**config.mk**
```make
export PLATFORM = sky130hd
export DESIGN_NAME = keyed_value_store_core_flat
export DESIGN_NICKNAME = d
export VERILOG_FILES = /design/src/rtl/core/kvs_pkg.sv /design/src/rtl/core/kvs_ifs.sv /design/src/rtl/core/kvs_ram.sv /design/src/rtl/core/kvs_ctrl.sv /design/src/rtl/core/kvs_dpath.sv /design/src/rtl/core/keyed_value_store_core.sv /design/src/flat_wrapper.sv
export SDC_FILE = /design/constraint.sdc
export NUM_CORES = 1
export LEC_CHECK = 0
export BUFFER_PORTS_ARGS = -buffer_cell sky130_fd_sc_hd__clkbuf_2
export CORE_ASPECT_RATIO = 1.2
export CORE_UTILIZATION = 65
export CTS_BUF_LIST = sky130_fd_sc_hd__clkbuf_2 sky130_fd_sc_hd__clkbuf_4 sky130_fd_sc_hd__clkbuf_8
export DETAILED_ROUTE_END_ITERATION = 6
export PLACE_DENSITY = 0.92
export SLEW_MARGIN = 20
export SYNTH_ARGS = -nofsm -noshare
export SYNTH_HDL_FRONTEND = slang
export SYNTH_SLANG_ARGS = --single-unit
```
**constraint.sdc**
```tcl
create_clock -name i_clk -period 14.78 [get_ports i_clk]
set_input_delay 0.739 -clock i_clk [delete_from_list [all_inputs] [get_ports i_clk]]
set_output_delay 0.739 -clock i_clk [all_outputs]
set_load 0.01 [all_outputs]
```
**src/rtl/core/kvs_pkg.sv**
```systemverilog
// kvs_pkg: shared types and constants of the keyed value store
// operation and status codes, field widths, controller/datapath structs
`timescale 1ns / 1ps

package kvs_pkg;

    localparam int OP_W    = 3;
    localparam int KEY_W   = 32;
    localparam int DATA_W  = 32;
    localparam int STAT_W  = 2;
    localparam int ENTRY_W = 5;

    localparam logic [OP_W-1:0] OP_INSERT      = 3'd0;
    localparam logic [OP_W-1:0] OP_ERASE       = 3'd1;
    localparam logic [OP_W-1:0] OP_LOOKUP_KEY  = 3'd2;
    localparam logic [OP_W-1:0] OP_LOOKUP_DATA = 3'd3;
    localparam logic [OP_W-1:0] OP_CLEAR       = 3'd4;

    localparam logic [STAT_W-1:0] ST_OK        = 2'd0;
    localparam logic [STAT_W-1:0] ST_DUPLICATE = 2'd1;
    localparam logic [STAT_W-1:0] ST_FULL      = 2'd2;
    localparam logic [STAT_W-1:0] ST_NOT_FOUND = 2'd3;

    // commands from controller to datapath
    typedef struct packed {
        logic start;   // latch a new request word, restart the slot scan
        logic step;    // issue the next slot read, fold in the current compare
        logic finish;  // commit the table update and load the response register
    } t_ctrl_cmd;

    // status from datapath to controller
    typedef struct packed {
        logic done;    // outcome of the current request is settled
    } t_dp_flags;

endpackage

```
**src/rtl/core/kvs_ifs.sv**
```systemverilog
// kvs_req_if / kvs_rsp_if: valid/ready channels of the keyed value store
// depends on kvs_pkg for the field widths
`timescale 1ns / 1ps

interface kvs_req_if;
    import kvs_pkg::*;

    logic                     valid;
    logic                     ready;
    logic [OP_W-1:0]          operation;
    logic signed [KEY_W-1:0]  key;
    logic signed [DATA_W-1:0] data;

    modport source (output valid, output operation, output key, output data, input ready);
    modport sink   (input valid, input operation, input key, input data, output ready);
endinterface

interface kvs_rsp_if;
    import kvs_pkg::*;

    logic               valid;
    logic               ready;
    logic               success;
    logic [STAT_W-1:0]  status;
    logic [ENTRY_W-1:0] entry_count;

    modport source (output valid, output success, output status, output entry_count,
                    input ready);
    modport sink   (input valid, input success, input status, input entry_count,
                    output ready);
endinterface

```
**src/rtl/core/kvs_ram.sv**
```systemverilog
// kvs_ram: generic single write port, single read port RAM with registered read
// no package dependency
`timescale 1ns / 1ps

module kvs_ram #(
    parameter int WIDTH = 64,
    parameter int DEPTH = 16
) (
    input  logic                                   i_clk,
    input  logic                                   i_we,
    input  logic [(DEPTH > 1 ? $clog2(DEPTH) : 1)-1:0] i_waddr,
    input  logic [WIDTH-1:0]                       i_wdata,
    input  logic                                   i_re,
    input  logic [(DEPTH > 1 ? $clog2(DEPTH) : 1)-1:0] i_raddr,
    output logic [WIDTH-1:0]                       o_rdata
);

    logic [WIDTH-1:0] r_mem [DEPTH];
    logic [WIDTH-1:0] r_rdata;

    always_ff @(posedge i_clk) begin
        if (i_we) begin
            r_mem[i_waddr] <= i_wdata;
        end
        if (i_re) begin
            r_rdata <= r_mem[i_raddr];
        end
    end

    assign o_rdata = r_rdata;

endmodule

```
**src/rtl/core/kvs_ctrl.sv**
```systemverilog
// kvs_ctrl: request/response sequencing of the keyed value store
// depends on kvs_pkg for the command and flag structs
`timescale 1ns / 1ps

module kvs_ctrl (
    input  logic                i_clk,
    input  logic                i_rst_n,
    input  logic                i_in_valid,
    output logic                o_in_ready,
    output logic                o_out_valid,
    input  logic                i_out_ready,
    input  kvs_pkg::t_dp_flags  i_flags,
    output kvs_pkg::t_ctrl_cmd  o_cmd
);
    import kvs_pkg::*;

    typedef enum logic [1:0] {
        S_IDLE = 2'b01,
        S_SCAN = 2'b10
    } t_state;

    t_state    r_state, n_state;
    logic      r_out_valid, n_out_valid;
    t_ctrl_cmd cmd;

    always_comb begin
        cmd         = '0;
        n_state     = r_state;
        n_out_valid = r_out_valid && !i_out_ready;
        case (r_state)
            S_IDLE: begin
                if (i_in_valid) begin
                    cmd.start = 1'b1;
                    n_state   = S_SCAN;
                end
            end
            S_SCAN: begin
                if (!i_flags.done) begin
                    cmd.step = 1'b1;
                end else if (!r_out_valid || i_out_ready) begin
                    // response register free this cycle
                    cmd.finish  = 1'b1;
                    n_out_valid = 1'b1;
                    n_state     = S_IDLE;
                end
            end
            default: begin
                n_state = S_IDLE;
            end
        endcase
    end

    always_ff @(posedge i_clk) begin
        if (!i_rst_n) begin
            r_state     <= S_IDLE;
            r_out_valid <= 1'b0;
        end else begin
            r_state     <= n_state;
            r_out_valid <= n_out_valid;
        end
    end

    assign o_in_ready  = (r_state == S_IDLE);
    assign o_out_valid = r_out_valid;
    assign o_cmd       = cmd;

endmodule

```
**src/rtl/core/kvs_dpath.sv**
```systemverilog
// kvs_dpath: slot memory, valid bits, entry count, slot scan and response register
// depends on kvs_pkg and kvs_ram
`timescale 1ns / 1ps

module kvs_dpath #(
    parameter int CAPACITY = 16
) (
    input  logic                           i_clk,
    input  logic                           i_rst_n,
    input  kvs_pkg::t_ctrl_cmd             i_cmd,
    output kvs_pkg::t_dp_flags             o_flags,
    input  logic [kvs_pkg::OP_W-1:0]       i_operation,
    input  logic [kvs_pkg::KEY_W-1:0]      i_key,
    input  logic [kvs_pkg::DATA_W-1:0]     i_data,
    output logic                           o_success,
    output logic [kvs_pkg::STAT_W-1:0]     o_status,
    output logic [kvs_pkg::ENTRY_W-1:0]    o_entry_count
);
    import kvs_pkg::*;

    localparam int IW  = (CAPACITY > 1) ? $clog2(CAPACITY) : 1;
    localparam int CW  = $clog2(CAPACITY + 1);
    localparam int MEM_W = KEY_W + DATA_W;
    localparam logic [IW-1:0] LAST_IDX = IW'(CAPACITY - 1);

    // request word
    logic [OP_W-1:0]   r_op;
    logic [KEY_W-1:0]  r_key;
    logic [DATA_W-1:0] r_data;

    // scan state
    logic [IW-1:0] r_idx;
    logic          r_pend;
    logic [IW-1:0] r_pidx;
    logic          r_free_found;
    logic [IW-1:0] r_free_idx;

    // table state
    logic [CAPACITY-1:0] r_valid, n_valid;
    logic [CW-1:0]       r_count, n_count;

    // response register
    logic               r_success;
    logic [STAT_W-1:0]  r_status;
    logic [ENTRY_W-1:0] r_entry;

    logic [MEM_W-1:0]  rd_word;
    logic [KEY_W-1:0]  rd_key;
    logic [DATA_W-1:0] rd_data;
    logic              slot_live;
    logic              hit;
    logic              last;
    logic              free_now;
    logic [IW-1:0]     free_idx;
    logic              immediate;
    logic              done;
    logic              mem_we;
    logic              res_success;
    logic [STAT_W-1:0] res_status;

    kvs_ram #(
        .WIDTH (MEM_W),
        .DEPTH (CAPACITY)
    ) u_slots (
        .i_clk   (i_clk),
        .i_we    (mem_we),
        .i_waddr (free_idx),
        .i_wdata ({r_key, r_data}),
        .i_re    (i_cmd.step),
        .i_raddr (r_idx),
        .o_rdata (rd_word)
    );

    assign rd_key  = rd_word[MEM_W-1:DATA_W];
    assign rd_data = rd_word[DATA_W-1:0];

    // compare stage on the slot read in the previous step
    assign slot_live = r_pend && r_valid[r_pidx];
    assign hit       = slot_live && ((r_op == OP_LOOKUP_DATA) ? (rd_data == r_data)
                                                              : (rd_key == r_key));
    assign last      = r_pend && (r_pidx == LAST_IDX);
    assign free_now  = r_free_found || (r_pend && !r_valid[r_pidx]);
    assign free_idx  = r_free_found ? r_free_idx : r_pidx;
    assign immediate = !((r_op == OP_INSERT) || (r_op == OP_ERASE) ||
                         (r_op == OP_LOOKUP_KEY) || (r_op == OP_LOOKUP_DATA));
    assign done      = immediate || hit || last;

    always_comb begin
        n_valid     = r_valid;
        n_count     = r_count;
        res_success = 1'b0;
        res_status  = ST_NOT_FOUND;
        mem_we      = 1'b0;
        case (r_op)
            OP_INSERT: begin
                if (hit) begin
                    res_status = ST_DUPLICATE;
                end else if (free_now) begin
                    n_valid[free_idx] = 1'b1;
                    n_count           = r_count + 1'b1;
                    res_success       = 1'b1;
                    res_status        = ST_OK;
                    mem_we            = i_cmd.finish;
                end else begin
                    res_status = ST_FULL;
                end
            end
            OP_ERASE: begin
                if (hit) begin
                    n_valid[r_pidx] = 1'b0;
                    n_count         = r_count - 1'b1;
                    res_success     = 1'b1;
                    res_status      = ST_OK;
                end
            end
            OP_LOOKUP_KEY, OP_LOOKUP_DATA: begin
                if (hit) begin
                    res_success = 1'b1;
                    res_status  = ST_OK;
                end
            end
            OP_CLEAR: begin
                n_valid     = '0;
                n_count     = '0;
                res_success = 1'b1;
                res_status  = ST_OK;
            end
            default: begin
                res_status = ST_NOT_FOUND;
            end
        endcase
    end

    always_ff @(posedge i_clk) begin
        if (i_cmd.start) begin
            r_op   <= i_operation;
            r_key  <= i_key;
            r_data <= i_data;
        end
        if (i_cmd.step) begin
            r_pidx <= r_idx;
        end
        if (i_cmd.step && !r_free_found) begin
            r_free_idx <= r_pidx;
        end
        if (i_cmd.finish) begin
            r_success <= res_success;
            r_status  <= res_status;
            r_entry   <= ENTRY_W'(n_count);
        end
    end

    always_ff @(posedge i_clk) begin
        if (!i_rst_n) begin
            r_idx        <= '0;
            r_pend       <= 1'b0;
            r_free_found <= 1'b0;
            r_valid      <= '0;
            r_count      <= '0;
        end else begin
            if (i_cmd.start) begin
                r_idx        <= '0;
                r_pend       <= 1'b0;
                r_free_found <= 1'b0;
            end else if (i_cmd.step) begin
                r_idx  <= r_idx + 1'b1;
                r_pend <= 1'b1;
                if (r_pend && !r_valid[r_pidx]) begin
                    r_free_found <= 1'b1;
                end
            end
            if (i_cmd.finish) begin
                r_valid <= n_valid;
                r_count <= n_count;
            end
        end
    end

    assign o_flags.done  = done;
    assign o_success     = r_success;
    assign o_status      = r_status;
    assign o_entry_count = r_entry;

endmodule

```
**src/rtl/core/keyed_value_store_core.sv**
```systemverilog
// keyed_value_store_core: top level of the keyed value store
// depends on kvs_pkg, kvs_ifs, kvs_ctrl, kvs_dpath (which holds kvs_ram)
//
//   channel   dir   handshake        payload
//   i_req     in    valid / ready    operation[2:0], key[31:0], data[31:0]
//   o_rsp     out   valid / ready    success, status[1:0], entry_count[4:0]
//
// one request word at a time; the slots are scanned through the single read port
// of the slot memory, one slot per cycle, with each compare made on the registered read word.
// clear and unused codes finish without a scan; a hit in slot j ends the scan there
// (duplicate inserts included); a storing or full insert, a miss or any other scan
// runs on to the last slot.
// a new word is taken while the previous response still waits in the output
// register; a stalled response only holds the finished scan until it is taken.
// synchronous active-low reset empties the table at once; no clearing pass.
`timescale 1ns / 1ps

module keyed_value_store_core #(
    parameter int CAPACITY = 16
) (
    input  logic       i_clk,
    input  logic       i_rst_n,
    kvs_req_if.sink    i_req,
    kvs_rsp_if.source  o_rsp
);
    import kvs_pkg::*;

    t_ctrl_cmd cmd;
    t_dp_flags flags;

    kvs_ctrl u_ctrl (
        .i_clk       (i_clk),
        .i_rst_n     (i_rst_n),
        .i_in_valid  (i_req.valid),
        .o_in_ready  (i_req.ready),
        .o_out_valid (o_rsp.valid),
        .i_out_ready (o_rsp.ready),
        .i_flags     (flags),
        .o_cmd       (cmd)
    );

    kvs_dpath #(
        .CAPACITY (CAPACITY)
    ) u_dpath (
        .i_clk         (i_clk),
        .i_rst_n       (i_rst_n),
        .i_cmd         (cmd),
        .o_flags       (flags),
        .i_operation   (i_req.operation),
        .i_key         (i_req.key),
        .i_data        (i_req.data),
        .o_success     (o_rsp.success),
        .o_status      (o_rsp.status),
        .o_entry_count (o_rsp.entry_count)
    );

endmodule
```
**src/flat_wrapper.sv**
```systemverilog
// flat-port wrapper written by rule: the top's interface ports become plain ports
module keyed_value_store_core_flat import kvs_pkg::*;
#(
    parameter int CAPACITY = 16
)
  (i_clk, i_rst_n, i_req_valid, i_req_operation, i_req_key, i_req_data, i_req_ready, o_rsp_valid, o_rsp_success, o_rsp_status, o_rsp_entry_count, o_rsp_ready);
  kvs_req_if i_req_i ();
  kvs_rsp_if o_rsp_i ();
  input  logic i_clk;
  input  logic i_rst_n;
  input wire logic [$bits(i_req_i.valid)-1:0] i_req_valid;
  input wire logic [$bits(i_req_i.operation)-1:0] i_req_operation;
  input wire logic [$bits(i_req_i.key)-1:0] i_req_key;
  input wire logic [$bits(i_req_i.data)-1:0] i_req_data;
  output wire logic [$bits(i_req_i.ready)-1:0] i_req_ready;
  output wire logic [$bits(o_rsp_i.valid)-1:0] o_rsp_valid;
  output wire logic [$bits(o_rsp_i.success)-1:0] o_rsp_success;
  output wire logic [$bits(o_rsp_i.status)-1:0] o_rsp_status;
  output wire logic [$bits(o_rsp_i.entry_count)-1:0] o_rsp_entry_count;
  input wire logic [$bits(o_rsp_i.ready)-1:0] o_rsp_ready;
  assign i_req_i.valid = i_req_valid;
  assign i_req_i.operation = i_req_operation;
  assign i_req_i.key = i_req_key;
  assign i_req_i.data = i_req_data;
  assign i_req_ready = i_req_i.ready;
  assign o_rsp_valid = o_rsp_i.valid;
  assign o_rsp_success = o_rsp_i.success;
  assign o_rsp_status = o_rsp_i.status;
  assign o_rsp_entry_count = o_rsp_i.entry_count;
  assign o_rsp_i.ready = o_rsp_ready;
  keyed_value_store_core #(.CAPACITY(CAPACITY)) u_core (.i_clk(i_clk), .i_rst_n(i_rst_n), .i_req(i_req_i), .o_rsp(o_rsp_i));
endmodule
```
== After elaboration in Yosys (flattened, before gate mapping) ==
Memory sizes are Yosys's and may differ from the RTL's. A register that Yosys moved wholly into a read port is not among the register bits.
Index checks and enable logic that the tools add are counted.
Storage, ports and cells
  input port bits: 71
  word-level logic and storage cells: 111
  flip-flop bits (word level): 113
  bits in writable memories: 1024
  output and inout port bits: 10
  memories kept: 1
Cells by class
  bitwise logic cells: 4
  reduce and logical (&&, ||, !) cells: 27
  equality and inequality tests: 15
  mux-type cells: 42
  magnitude comparators: 4
  add/sub/neg operators: 3
Memory list
  u_core.u_dpath.u_slots.r_mem: words 16, width 64, read ports 1, clocked after memory_dff 1, write ports 1, line kvs_ram.sv:18  | logic [WIDTH-1:0] r_mem [DEPTH];
Operators with widths (number)
  32-bit == test: 2
  16-bit two-way mux: 3
  16-bit case mux with 3 select lines: 1
  1-bit two-way mux: 20
  16-bit bitwise AND: 1
  16-bit NOT: 1
  16-bit bitwise OR: 1
  5-bit two-way mux: 3
  5-bit case mux with 3 select lines: 1
  2-bit two-way mux: 7
  2-bit != test (second input constant): 6
  4-bit by 5-bit less-than comparator with 1-bit output (second input constant): 2
  1-bit demux with 4-bit select: 2
  4-bit by 1-bit greater-or-equal comparator with 1-bit output (second input constant): 2
  1-bit logical AND: 8
  1-bit logical OR: 7
  3-bit by 2-bit == test with 1-bit output (second input constant): 2
  2-bit case mux with 3 select lines: 1
  5-bit by 1-bit adder with 5-bit output (second input constant): 1
  1-bit logical NOT: 5
  5-bit AND reduction: 1
  5-bit by 1-bit subtractor with 5-bit output (second input constant): 1
  4-bit by 1-bit adder with 4-bit output (second input constant): 1
  1-bit binary-select mux with 4-bit select: 1
  other kinds (15): 15

== Depth between registers and ports, before layout ==
  word-level depth: 14
  gate-level depth with buffers: 12
  gate-level depth less buffers: 11

== Cells and area by module ==
Synthesis repeated with hierarchy kept, for this count alone.
Unflattened totals
  cell total of the unflattened synthesis: 2086
  area total of the unflattened synthesis: 45600.0 um2
By module, submodules not included
  kvs_ram: cells an instance 1647, times used 1, seq. area each 32671.3 um2, area each 40222.3 um2
  kvs_dpath: cells an instance 425, times used 1, seq. area each 3032.9 um2, area each 5240.0 um2
  kvs_ctrl: cells an instance 14, times used 1, seq. area each 60.1 um2, area each 137.6 um2

== Least setup slack after synthesis ==
Ideal clock, no wire load.
  path kind: register -> register
  start: register u_core.u_dpath.r_pidx[1]
  end: memory u_core.u_dpath.u_slots.r_mem[14][0] (enable)
  required time: 14293 ps
  arrival: 5380 ps
  period minus slack after synthesis: 5867 ps
  slack: 8913 ps
  cell stages (with the launch flop): 12
  path buffers: 2
  path through: edfxtp_1 -> buf_6 -> mux4_1 -> mux4_2 -> a21o_1 -> nand2_1 -> nand3_1 -> buf_2 -> inv_1 -> and3_1 -> nand2_1 -> nor2_1
RTL lines
  from (decl): line kvs_dpath.sv:34  | logic [IW-1:0] r_pidx;
  from (signal assigned): line kvs_dpath.sv:141  | r_pidx <= r_idx;
  to (decl): line kvs_ram.sv:18

==> results.md <==
- Outcome: finished, final reports clean
- Placed insts: 3388
- Rows: 107
- DR WL/cell: 30.7 um
- Input/output buffers: 80
- RSZ-0062 raised after global routing: false
- Max Clock Skew: 0.0613 ns
- Avg Cell Area, Syn: 18.8 um^2
- First-pass GRT wire length: 165000 um
- Max Cap Viol: 0
- Vias: 26058
- Critical Path Source Type: flop
- Finished Layout Cells: 3700
- Total Routing Usage GR: 31.8%
- Slew Limit Fails: 0
- Hold Crit Depth: 1
- Nets: 2710
- Slowest CP cell: nor2_4
- Initial DRC Count: 3904
- Clock Sink Count: 1201
- Slowest stage delay, CP: 0.98 ns
- Antenna viol nets, final: 0
- Vias in the first global route: 26505
- CP cell instances: xnor2_1, nand4_1, nor4_1, nand4_1, a21o_1, nand2_1, nand3_1, inv_1, and3_1, nand2_1, nor2_4, buf_4
- Leakage power: 15.7 nW
- Slew Limit Headroom: 22.2%
- Synth area leaders: edfxtp_1, mux4_2, mux2i_1, o21ai_0, mux2_2
- Max VDD drop: 118 uV
- Grt met2 use: 51.8%
- Setup TNS: 0 ns
- DP Area: 48000 um^2
- Finish-stage setup viols: 0
- Mapped Area: 46500 um^2
- Placer Congestion: 0.874
- Post-DP HPWL: 56600 um
- Area leader, netlist: edfxtp_1
- Drt total wl: 114000 um
- Final core occ: 72.3%
- Worst min path class: in -> reg
- Net count after synthesis: 2551
- Largest net degree at the start of global routing: 135
- Die height: 295 um
- Clk Latency, worst-skew pair: 0.88 ns
- Unique masters post-synth: 64
- Initial Utilization: 65.6%
- CTS H-tree lvls: 4
- Clk root buf: clkbuf_8
- CP required: 15.25 ns
- Fmax: 0.153 GHz
- Worst setup EP type: flop
- Layout cell share with drive strength beyond 1: 22.0%
- Top Ports: 81
- Die area: 72700 um^2
- Initial antenna violation count: 3
- EDFF count, synth: 1171
- Core area: 71000 um^2
- Synth warn: 0
- Async SR Flop Fraction: 0%
- Syn Inst Count: 2477
- Drt pass-1 iters: 5
- Slew @ Worst Pin: 1.16 ns
- Part of the cycle the worst path needs: 44.3%
- Met3 usage: 7.69%
- CP max FO: 37
- Register bit total from synthesis: 1201
- Post-route design area: 51300 um^2
- GR Util met1: 38.9%
- PD cells: 125 nW/um^2
- Num CTS Buffers: 170
- GRT busiest layer: met2
- Final Hold Fails: 0
- R2R depth: 12
- CTS tree: yes
- Synth top area share: 75.6%
- CTS Buffer Depth: 3
- Via density: 7.04
- Worst-path clk slew: 0.06 ns
- Area added between synthesis and finish: 10.3%
- Ys flop type: edfxtp_1
- Sequential fraction of the synthesis area: 76.9%
- GRT overflow: 0
- Drt drc: 0
- Die X: 246 um
- Critical path arrival: 7.01 ns
- Final total power: 6.43 mW
- CP Class: reg -> reg
- Fin crit period: 6.55 ns
## flip-flops by register name, indices dropped and copies added (netlist names)
signal,cells
u_core.u_dpath.r_free_idx,4
u_core.u_dpath.r_data,32
u_core.u_dpath.r_free_found,1
u_core.u_dpath.r_pidx,4
u_core.u_ctrl.r_state,2
u_core.u_dpath.r_count,5
u_core.u_dpath.r_op,3
u_core.u_ctrl.o_out_valid,1
u_core.u_dpath.r_idx,4
u_core.u_dpath.o_status,2
u_core.u_dpath.r_valid,16
u_core.u_dpath.u_slots.o_rdata,64
u_core.u_dpath.r_key,32
u_core.u_dpath.u_slots.r_mem,1024
u_core.u_dpath.o_success,1
u_core.u_dpath.o_entry_count,5
u_core.u_dpath.r_pend,1
## repair_timing
item | CTS | global route
hold buffers | 1 | 0
setup buffers | 0 | 0
gates resized for setup | 0 | 0
endpoints found under the hold margin | 1 | 0
## final timing paths
kind                                         end                      start  slack (ns)
min reg2reg            u_core.u_dpath.r_valid[7]  u_core.u_dpath.r_valid[7]        0.49
max          u_core.u_dpath.u_slots.r_mem[5][14]    u_core.u_dpath.r_key[3]        8.23
max reg2reg  u_core.u_dpath.u_slots.r_mem[5][14]    u_core.u_dpath.r_key[3]        8.23
min                    u_core.u_dpath.r_data[11]             i_req_data[11]        0.04
## final cells by class
class                           instances  area (um^2)
Sequential cell                      1201        35800
Fill cell                            3661        19600
Multi-Input combinational cell       1121        10300
Clock buffer                          233         2850
Tap cell                              926         1160
Timing Repair Buffer                  115          678
Clock inverter                         76          435
Inverter                               27          101
Antenna cell                            1         2.50
## synthesized netlist by cell type (all sizes together) (3+ instances only)
cell type and n:
a211oi 17, buf 37, a221oi 65, xor2 5
nand2 102, mux4 133, or3 8, a21o 3
and3 4, or4b 3, nor3 5, a21oi 98
xnor2 63, nand3 7, inv 27, mux2i 194
nor2b 10, o32ai 3, a22oi 65, nor4 8
mux2 64, clkbuf 91, a31oi 7, edfxtp 1171
and2 5, o21ai 151, ha 3, nand2b 7
nor2 36, nand4 25, dfxtp 30
## critical path: cells and delay by family, from the launching register on
| family | cells | cell delay (ns) |
|---|---|---|
| and+or+nand+nor | 8 | 3.29 |
| buffers and inverters | 2 | 1.22 |
| xor gates and xnor gates | 1 | 0.67 |
| DFF | 1 | 0.61 |
| AOI/OAI and AO/OA | 1 | 0.32 |
## metrics by stage
step	setup slack (ns)	hold WS, ns
after floorplan	8.91	0.432
after global placement	9.08	0.468
after detailed placement	8.76	0.480
after CTS	8.50	0.00495
after global routing	8.08	0.0206
final	8.23	0.0418
## cells by family after synthesis
| group | Yosys count | synth area share, % |
|---|---|---|
| buf+inv | 155 | 1.31 |
| fa+ha+maj | 3 | 0.0807 |
| compound gates | 429 | 5.86 |
| flops | 1201 | 76.9 |
| mux | 391 | 12.2 |
| xor+xnor | 68 | 1.28 |
| simple gates | 230 | 2.42 |
## power breakdown
group / internal, mW / switching (mW)
registers: 3.76 / 0.0553
logic: 0.0283 / 0.0519
clock network: 1.29 / 1.25
## per-layer routing
layer / vias to the layer above / routed length [um] / share of wire (%)
met3: 467 / 13100 / 12
met1: 12861 / 37200 / 33
met5: - / 35 / 0.031
met4: 6 / 6890 / 6.1
li1: 10405 / - / -
met2: 2319 / 56300 / 50
## cells in the final DEF, fill, tap and decap left out, drive strengths merged, types with 3 or more instances in the layout
| cell | n |
|---|---|
| clkinv | 63 |
| nand2b | 7 |
| mux4 | 133 |
| nor4 | 8 |
| o21ai | 151 |
| nor2b | 10 |
| a21oi | 98 |
| nand2 | 102 |
| o32ai | 3 |
| nand4 | 25 |
| and3 | 4 |
| or3 | 8 |
| inv | 34 |
| xor2 | 5 |
| clkbuf | 314 |
| a31oi | 7 |
| nor3 | 5 |
| a21o | 3 |
| xnor2 | 63 |
| nor2 | 36 |
| nand3 | 7 |
| edfxtp | 1171 |
| ha | 3 |
| mux2 | 64 |
| and2 | 5 |
| a22oi | 65 |
| clkinvlp | 4 |
| a211oi | 17 |
| dfxtp | 30 |
| mux2i | 194 |
| or4b | 3 |
| buf | 33 |
| a221oi | 65 |
(Power assumes the default switching activity.)
